### src/rtl/sfbp_pkg.sv
package sfbp_pkg;

  localparam int MAX_BYTES      = 256;
  localparam int MAX_RESOLUTION = 24;
  localparam int VAL_W          = 48;
  localparam int RES_W          = 5;
  localparam int BYTE_W         = 8;
  localparam int QUOT_W         = MAX_RESOLUTION;
  localparam int PROD_W         = VAL_W + QUOT_W;
  localparam int ACC_W          = MAX_RESOLUTION + BYTE_W;
  localparam int ACC_CNT_W      = $clog2(ACC_W);
  localparam int SHIFT_W        = ACC_CNT_W + 1;
  localparam int STEP_W         = $clog2(QUOT_W);
  localparam int CNT_W          = $clog2(MAX_BYTES + 1);
  localparam int FRAME_BYTES_W  = 9;

  typedef enum logic [1:0] {
    ST_OK        = 2'd0,
    ST_BAD_RES   = 2'd1,
    ST_BAD_RANGE = 2'd2,
    ST_OVERFLOW  = 2'd3
  } status_t;

  typedef enum logic [2:0] {
    S_IDLE,
    S_PREP,
    S_SCALE,
    S_DIV,
    S_ROUND,
    S_MERGE,
    S_EMIT
  } state_t;

  typedef struct packed {
    logic signed [VAL_W-1:0] field_value;
    logic signed [VAL_W-1:0] range_min;
    logic signed [VAL_W-1:0] range_max;
    logic [RES_W-1:0]        bit_count;
    logic                    frame_end;
  } in_item_t;

  typedef struct packed {
    logic [BYTE_W-1:0]        packed_byte;
    logic                     byte_valid;
    logic                     frame_done;
    status_t                  status;
    logic [FRAME_BYTES_W-1:0] frame_bytes;
  } out_item_t;

endpackage

### src/rtl/scaled_field_bit_packer.sv
// Telemetry field quantizer and MSB-first bit packer. Each accepted item is
// clamped to [range_min, range_max], scaled to round((2^bit_count-1)*(v-min)/
// (max-min)) with half-up rounding, and its bit_count bits are appended to the
// frame's bit stream; each finished byte leaves as one result item, and the
// last field of a frame flushes a zero-padded partial byte and reports the
// byte total on its final result. Each item goes through accept,
// check/clamp, scale, 24 restoring-division steps, round and merge, and
// then emits its result items (possibly none), waiting out any output
// stall; a field that fails its resolution or range check goes from
// accept and check straight to emitting its results. The division
// steps run through a single 49-bit compare/subtract unit, which also
// decides the rounding. in_ready is high only while the block is idle.
// Bytes past the 256th of a frame are dropped and reported with
// overflow status.
module scaled_field_bit_packer (
  input  logic                clk,
  input  logic                rst_n,
  input  logic                in_valid,
  output logic                in_ready,
  input  sfbp_pkg::in_item_t  in_data,
  output logic                out_valid,
  input  logic                out_ready,
  output sfbp_pkg::out_item_t out_data
);

  sfbp_pkg::state_t state_r, state_nxt;

  // Latched item and working registers of the quantizer.
  sfbp_pkg::in_item_t                item_r, item_nxt;
  logic [sfbp_pkg::VAL_W-1:0]        d_r, d_nxt;
  logic [sfbp_pkg::VAL_W-1:0]        range_r, range_nxt;
  logic [sfbp_pkg::VAL_W-1:0]        rem_r, rem_nxt;
  logic [sfbp_pkg::QUOT_W-1:0]       low_r, low_nxt;
  logic [sfbp_pkg::QUOT_W-1:0]       quot_r, quot_nxt;
  logic [sfbp_pkg::STEP_W-1:0]       step_r, step_nxt;

  // Bit stream accumulator, left aligned; holds the pending partial byte
  // between items.
  logic [sfbp_pkg::ACC_W-1:0]        acc_r, acc_nxt;
  logic [sfbp_pkg::ACC_CNT_W-1:0]    cnt_r, cnt_nxt;

  // Frame bookkeeping.
  logic [sfbp_pkg::CNT_W-1:0]        bytes_r, bytes_nxt;
  logic                              ovf_r, ovf_nxt;
  logic                              err_pend_r, err_pend_nxt;
  sfbp_pkg::status_t                 err_code_r, err_code_nxt;

  // Output register.
  logic                              out_valid_r, out_valid_nxt;
  sfbp_pkg::out_item_t               out_r, out_nxt;

  // Shared compare/subtract unit.
  logic                              div_bit;
  logic [sfbp_pkg::VAL_W:0]          trial;
  logic [sfbp_pkg::VAL_W:0]          trial_diff;
  logic                              trial_ge;

  // Check and clamp.
  logic                              bad_res;
  logic                              bad_range;
  logic signed [sfbp_pkg::VAL_W-1:0] v_clamp;

  // Scale and merge.
  logic [sfbp_pkg::PROD_W-1:0]       prod;
  logic [sfbp_pkg::SHIFT_W-1:0]      merge_sh;
  logic [sfbp_pkg::ACC_W-1:0]        q_ext;

  // Result selection.
  logic                              slot_free;
  logic                              acc_full;
  logic                              has_res;
  logic [sfbp_pkg::ACC_CNT_W-1:0]    cnt_after;
  logic                              final_res;
  logic                              drop;
  logic                              ovf_after;
  logic [sfbp_pkg::CNT_W-1:0]        bytes_after;

  assign in_ready  = (state_r == sfbp_pkg::S_IDLE);
  assign out_valid = out_valid_r;
  assign out_data  = out_r;

  // One restoring-division step: shift in a bit and try to subtract.
  assign div_bit    = (state_r == sfbp_pkg::S_DIV) ? low_r[sfbp_pkg::QUOT_W-1] : 1'b0;
  assign trial      = {rem_r, div_bit};
  assign trial_ge   = (trial >= {1'b0, range_r});
  assign trial_diff = trial - {1'b0, range_r};

  assign bad_res   = (item_r.bit_count == '0) ||
                     (item_r.bit_count > sfbp_pkg::RES_W'(sfbp_pkg::MAX_RESOLUTION));
  assign bad_range = (item_r.range_max <= item_r.range_min);
  assign v_clamp   = (item_r.field_value < item_r.range_min) ? item_r.range_min :
                     (item_r.field_value > item_r.range_max) ? item_r.range_max :
                     item_r.field_value;

  // (2^r - 1) * d as a shift and subtract.
  assign prod = ({{sfbp_pkg::QUOT_W{1'b0}}, d_r} << item_r.bit_count) -
                {{sfbp_pkg::QUOT_W{1'b0}}, d_r};

  assign merge_sh = sfbp_pkg::SHIFT_W'(sfbp_pkg::ACC_W) - {1'b0, cnt_r} -
                    sfbp_pkg::SHIFT_W'(item_r.bit_count);
  assign q_ext    = {{(sfbp_pkg::ACC_W - sfbp_pkg::QUOT_W){1'b0}}, quot_r};

  assign slot_free = !out_valid_r || out_ready;
  assign acc_full  = (cnt_r >= sfbp_pkg::ACC_CNT_W'(sfbp_pkg::BYTE_W));
  assign has_res   = err_pend_r || acc_full || (item_r.frame_end && (cnt_r != '0));
  assign cnt_after = err_pend_r ? cnt_r :
                     acc_full   ? cnt_r - sfbp_pkg::ACC_CNT_W'(sfbp_pkg::BYTE_W) : '0;
  assign final_res = !((cnt_after >= sfbp_pkg::ACC_CNT_W'(sfbp_pkg::BYTE_W)) ||
                       (item_r.frame_end && (cnt_after != '0)));
  assign drop        = !err_pend_r && (bytes_r == sfbp_pkg::CNT_W'(sfbp_pkg::MAX_BYTES));
  assign ovf_after   = ovf_r || drop;
  assign bytes_after = (!err_pend_r && !drop) ? bytes_r + 1'b1 : bytes_r;

  // Next state.
  always_comb begin
    state_nxt = state_r;
    unique case (state_r)
      sfbp_pkg::S_IDLE: begin
        if (in_valid) state_nxt = sfbp_pkg::S_PREP;
      end
      sfbp_pkg::S_PREP: begin
        state_nxt = (bad_res || bad_range) ? sfbp_pkg::S_EMIT : sfbp_pkg::S_SCALE;
      end
      sfbp_pkg::S_SCALE: state_nxt = sfbp_pkg::S_DIV;
      sfbp_pkg::S_DIV: begin
        if (step_r == sfbp_pkg::STEP_W'(sfbp_pkg::QUOT_W - 1)) state_nxt = sfbp_pkg::S_ROUND;
      end
      sfbp_pkg::S_ROUND: state_nxt = sfbp_pkg::S_MERGE;
      sfbp_pkg::S_MERGE: state_nxt = sfbp_pkg::S_EMIT;
      sfbp_pkg::S_EMIT: begin
        if (!has_res || (slot_free && final_res)) state_nxt = sfbp_pkg::S_IDLE;
      end
      default: state_nxt = sfbp_pkg::S_IDLE;
    endcase
  end

  // Datapath and result generation.
  always_comb begin
    item_nxt      = item_r;
    d_nxt         = d_r;
    range_nxt     = range_r;
    rem_nxt       = rem_r;
    low_nxt       = low_r;
    quot_nxt      = quot_r;
    step_nxt      = step_r;
    acc_nxt       = acc_r;
    cnt_nxt       = cnt_r;
    bytes_nxt     = bytes_r;
    ovf_nxt       = ovf_r;
    err_pend_nxt  = err_pend_r;
    err_code_nxt  = err_code_r;
    out_valid_nxt = out_valid_r && !out_ready;
    out_nxt       = out_r;

    unique case (state_r)
      sfbp_pkg::S_IDLE: begin
        if (in_valid) item_nxt = in_data;
      end
      sfbp_pkg::S_PREP: begin
        d_nxt     = sfbp_pkg::VAL_W'(v_clamp - item_r.range_min);
        range_nxt = sfbp_pkg::VAL_W'(item_r.range_max - item_r.range_min);
        if (bad_res) begin
          err_pend_nxt = 1'b1;
          err_code_nxt = sfbp_pkg::ST_BAD_RES;
        end else if (bad_range) begin
          err_pend_nxt = 1'b1;
          err_code_nxt = sfbp_pkg::ST_BAD_RANGE;
        end
      end
      sfbp_pkg::S_SCALE: begin
        // The quotient fits in QUOT_W bits, so the upper product bits are
        // already below the range and seed the remainder.
        rem_nxt  = prod[sfbp_pkg::PROD_W-1:sfbp_pkg::QUOT_W];
        low_nxt  = prod[sfbp_pkg::QUOT_W-1:0];
        quot_nxt = '0;
        step_nxt = '0;
      end
      sfbp_pkg::S_DIV: begin
        rem_nxt  = trial_ge ? trial_diff[sfbp_pkg::VAL_W-1:0] : trial[sfbp_pkg::VAL_W-1:0];
        quot_nxt = {quot_r[sfbp_pkg::QUOT_W-2:0], trial_ge};
        low_nxt  = {low_r[sfbp_pkg::QUOT_W-2:0], 1'b0};
        step_nxt = step_r + 1'b1;
      end
      sfbp_pkg::S_ROUND: begin
        // 2*rem >= range rounds half up.
        quot_nxt = quot_r + sfbp_pkg::QUOT_W'(trial_ge);
      end
      sfbp_pkg::S_MERGE: begin
        acc_nxt = acc_r | (q_ext << merge_sh);
        cnt_nxt = cnt_r + sfbp_pkg::ACC_CNT_W'(item_r.bit_count);
      end
      sfbp_pkg::S_EMIT: begin
        if (has_res && slot_free) begin
          out_valid_nxt       = 1'b1;
          out_nxt.packed_byte = '0;
          out_nxt.byte_valid  = 1'b0;
          out_nxt.frame_done  = 1'b0;
          out_nxt.status      = sfbp_pkg::ST_OK;
          out_nxt.frame_bytes = '0;
          if (err_pend_r) begin
            err_pend_nxt   = 1'b0;
            out_nxt.status = err_code_r;
          end else begin
            if (drop) begin
              out_nxt.status = sfbp_pkg::ST_OVERFLOW;
            end else begin
              out_nxt.packed_byte = acc_r[sfbp_pkg::ACC_W-1 -: sfbp_pkg::BYTE_W];
              out_nxt.byte_valid  = 1'b1;
            end
            // Advance past a full byte, or drop the flushed partial byte.
            acc_nxt = acc_full ? (acc_r << sfbp_pkg::BYTE_W) : '0;
            cnt_nxt = cnt_after;
          end
          bytes_nxt = bytes_after;
          ovf_nxt   = ovf_after;
          if (final_res && item_r.frame_end) begin
            out_nxt.frame_done  = 1'b1;
            out_nxt.frame_bytes = sfbp_pkg::FRAME_BYTES_W'(bytes_after);
            if (ovf_after && (out_nxt.status == sfbp_pkg::ST_OK)) begin
              out_nxt.status = sfbp_pkg::ST_OVERFLOW;
            end
            // Start the next frame clean.
            acc_nxt   = '0;
            cnt_nxt   = '0;
            bytes_nxt = '0;
            ovf_nxt   = 1'b0;
          end
        end
      end
      default: ;
    endcase
  end

  always_ff @(posedge clk) begin
    if (!rst_n) begin
      state_r     <= sfbp_pkg::S_IDLE;
      acc_r       <= '0;
      cnt_r       <= '0;
      bytes_r     <= '0;
      ovf_r       <= 1'b0;
      err_pend_r  <= 1'b0;
      out_valid_r <= 1'b0;
    end else begin
      state_r     <= state_nxt;
      acc_r       <= acc_nxt;
      cnt_r       <= cnt_nxt;
      bytes_r     <= bytes_nxt;
      ovf_r       <= ovf_nxt;
      err_pend_r  <= err_pend_nxt;
      out_valid_r <= out_valid_nxt;
    end
  end

  // Payload registers: no reset needed.
  always_ff @(posedge clk) begin
    item_r     <= item_nxt;
    d_r        <= d_nxt;
    range_r    <= range_nxt;
    rem_r      <= rem_nxt;
    low_r      <= low_nxt;
    quot_r     <= quot_nxt;
    step_r     <= step_nxt;
    err_code_r <= err_code_nxt;
    out_r      <= out_nxt;
  end

endmodule

### config.mk
export PLATFORM = sky130hd
export DESIGN_NAME = scaled_field_bit_packer
export DESIGN_NICKNAME = d
export VERILOG_FILES = /design/src/rtl/sfbp_pkg.sv /design/src/rtl/scaled_field_bit_packer.sv
export SDC_FILE = /design/constraint.sdc
export NUM_CORES = 2
export LEC_CHECK = 0
export ABC_AREA = 1
export ABC_CLOCK_PERIOD_IN_PS = 13230
export BUFFER_PORTS_ARGS = -buffer_cell sky130_fd_sc_hd__buf_4
export CORE_UTILIZATION = 30
export DETAILED_ROUTE_END_ITERATION = 7
export MAX_ROUTING_LAYER = met4
export PLACE_DENSITY = 0.44
export SLEW_MARGIN = 5
export SYNTH_ARGS = -nofsm -noshare
export SYNTH_HDL_FRONTEND = slang
export SYNTH_SLANG_ARGS = --single-unit
### constraint.sdc
create_clock -name clk -period 13.23 [get_ports clk]
set_input_delay 1.323 -clock clk [delete_from_list [all_inputs] [get_ports clk]]
set_output_delay 1.323 -clock clk [all_outputs]
set_load 0.01 [all_outputs]
==> flow_summary.yaml <==
status:
  status: "completed"
critical_path:
  crit_family: "simple AND/OR/NAND/NOR gates"
  cp.arrival_ns: 6.62
  path_max_fanout: 49
  timing.setup.critical_path_class: "register to register"
  cp-end-kind: "register"
  critPathLaunchType: "register"
  slowest_delay_ns: 0.60
  worstReg2RegEnd: "d_r[47]"
  cp_common_cell: "nand3_1"
  rr_worst_depth: 22
  slowest_stage: "a21boi_0"
  r2r-start: "item_r[133]"
  cp_cell_sequence: "ha_1, nand4_1, nor2_1, nand3_1, nor4_2, buf_4, nand2_1, nand2_4, buf_4, a21oi_1, o21ai_0, ha_1, nand3_1, nand2_1, a21oi_1, o21ai_1, a21boi_0, o21ai_0, nand3_1, nand3_1, nand4_1, nand2_1"
  crit_buf_inv: 2
  r2r_slack_ns: 6.99
  required_ns: 13.62
worst_hold_path:
  hold_path_class: "register to register"
  hold_start: "acc_r[4]"
  min_path_cells: 2
  min_to: "acc_r[4]"
sta:
  fmax_mhz: 160
  worst_pin_slew_ns: 0.976
  final.period_utilization_pct: 47.1
  finalHoldViolations: 0
  drv_slew: 0
  max_slew_margin_pct: 34.2
  fin_setup_tns_ns: 0
  setup_viol: 0
  clock_skew_ns: 0.0348
  rsz0062_at_grt: "no"
  period_minus_slack_ns: 6.24
layout:
  instances_no_fill: 7068
  fin_nets: 5852
  drive_above_1_share_pct: 7.29
  diodes: 0
  area.growth.synth_to_final_pct: 12.9
  utilization_pct: 34.2
synth:
  yosys.area.top_type: "edfxtp_1"
  netlist.area_leader.share_pct: 29.7
  synth_cells: 5271
  synth_ff_type: "edfxtp_1"
  netlist_area_um2: 37500
  synthTopCellsByCount: "nand2_1 (1,128), inv_1 (712), nor2_1 (554), o21ai_0 (470), a21oi_1 (454)"
  ys_warn_count: 0
  avgSynthCellArea_um2: 7.11
  synth_nets: 5736
  yosysUniqueCellTypes: 59
  synth_edf_count: 370
  synth.area.top_cells: "edfxtp_1 (30%), nand2_1 (11%), ha_1 (10%)"
  synth.most_common_cell: "nand2_1"
  ys_seq_area_share_pct: 32.4
  synth_seq_cells: 422
  async_flop_share_pct: 0
routing:
  drt-total-wl_um: 142000
  first_pass_iters: 6
  drtIter0Drc: 2495
  ant_nets: 0
  vias: 35635
  via_per_inst: 5.04
  drcViolationCount: 0
  wl_per_cell_um: 20.1
cts:
  cts.clk_slew.worst_paths_ns: 0.07
  clk-insertion-delay-late_ns: 0.66
  post_cts_buffers: 0
  cts_hold_buffers: 0
  ctsResizeCount: 0
  clock-root-buffer: "clkbuf_16"
  cts_tree: "done"
  clkSinkCount: 422
  cts_buffers: 54
  ctsHtreeMaxLevel: 2
  cts_max_path_buffers: 3
die:
  dieWidth_um: 355
  initial_core_util_pct: 30.3
  die-area_um2: 126000
  ios: 177
  core_area_um2: 124000
  die_height_um: 355
  rows: 129
global_route:
  grt_pass1_wl_um: 215000
  grt_max_degree: 83
  overflow: 0
  first_global_vias: 35633
  antenna_found_initial: 0
  grt.total_usage_pct: 22.7
placement:
  dp.cells: 6968
  port_buffers: 176
  gp_congestion: 0.964
  post-dp-hpwl_um: 117000
run:
  drv_cap: 0
flip-flops by register name, indices dropped and copies added (netlist names), 2 cells and up:
signal	flops
step_r	5
cnt_r	5
d_r	48
quot_r	24
err_code_r	2
rem_r	48
low_r	24
acc_r	32
range_r	48
out_data	21
item_r	150
bytes_r	9
state_r	3
stage by stage:
stage	area, um^2	setup WS, ns	hold WS [ns]
floorplan	37500	5.04	0.425
CTS	42300	6.83	0.451
finish	42300	6.99	0.451
detailed placement	40400	6.88	0.440
global route	42300	6.47	0.480
global placement	40400	5.73	0.439
cell type report:
cell class                 instances  area [um^2]
fill                           13600        81500
timing repair buffer             206         1550
clock inverter                    42          497
multi-input combinational       3977        22000
sequential                       422        12200
tap                             1637         2050
clock buffer                      58         1370
inverter                         726         2730
layout by cell type, fill, tap and decap left out, types with 41 or more instances in the layout:
cell type	n
o21ai_0	468
nand3_1	384
mux2i_1	41
xor2_1	96
clkbuf_16	54
edfxtp_1	370
nand2_1	1126
nor2_1	551
xnor2_1	71
buf_4	206
nand4_1	60
a31oi_1	54
ha_1	304
dfxtp_1	52
a21oi_1	454
nor3_1	56
inv_1	712
worst max path at each step:
stage,slack [ns],depth (start not counted),start,end
floorplan,5.04,2,in_valid,item_r[0]
global placement,5.73,21,item_r[133],d_r[47]
detailed placement,6.88,22,item_r[133],d_r[47]
CTS,6.83,22,item_r[133],d_r[47]
global route,6.47,25,item_r[133],d_r[47]
finish,6.99,22,item_r[133],d_r[47]
per-layer routing:
metal,global-route usage [%],wire length (um)
met1,30.2,66900
met2,37.1,66100
met3,1.64,4810
met4,6.44,4180
met5,-,0
worst register-to-register path, stage by stage, from the launching register on:
cell	delay, ns
edfxtp_1	0.42
ha_1	0.35
nand4_1	0.16
nor2_1	0.18
nand3_1	0.34
nor4_2	0.26
buf_4	0.22
nand2_1	0.14
nand2_4	0.42
buf_4	0.53
a21oi_1	0.17
o21ai_0	0.31
ha_1	0.30
nand3_1	0.08
nand2_1	0.09
a21oi_1	0.25
o21ai_1	0.21
a21boi_0	0.60
o21ai_0	0.39
nand3_1	0.15
nand3_1	0.17
nand4_1	0.17
nand2_1	0.06
cells by family (layout without fill, tap and decap cells):
kind of cell | Yosys count | count (layout) | share of synthesized area [%]
compound gates | 1173 | 1173 | 17.1
flops | 422 | 422 | 32.4
mux | 41 | 41 | 1.10
fa+ha+maj | 311 | 311 | 10.5
buf+inv | 872 | 1032 | 9.14
simple gates | 2284 | 2284 | 25.8
xor+xnor | 168 | 168 | 3.93
Power is left out: the tool's default activity adds up to more than one toggle a clock period on the data nets, which glitch-free logic cannot reach.
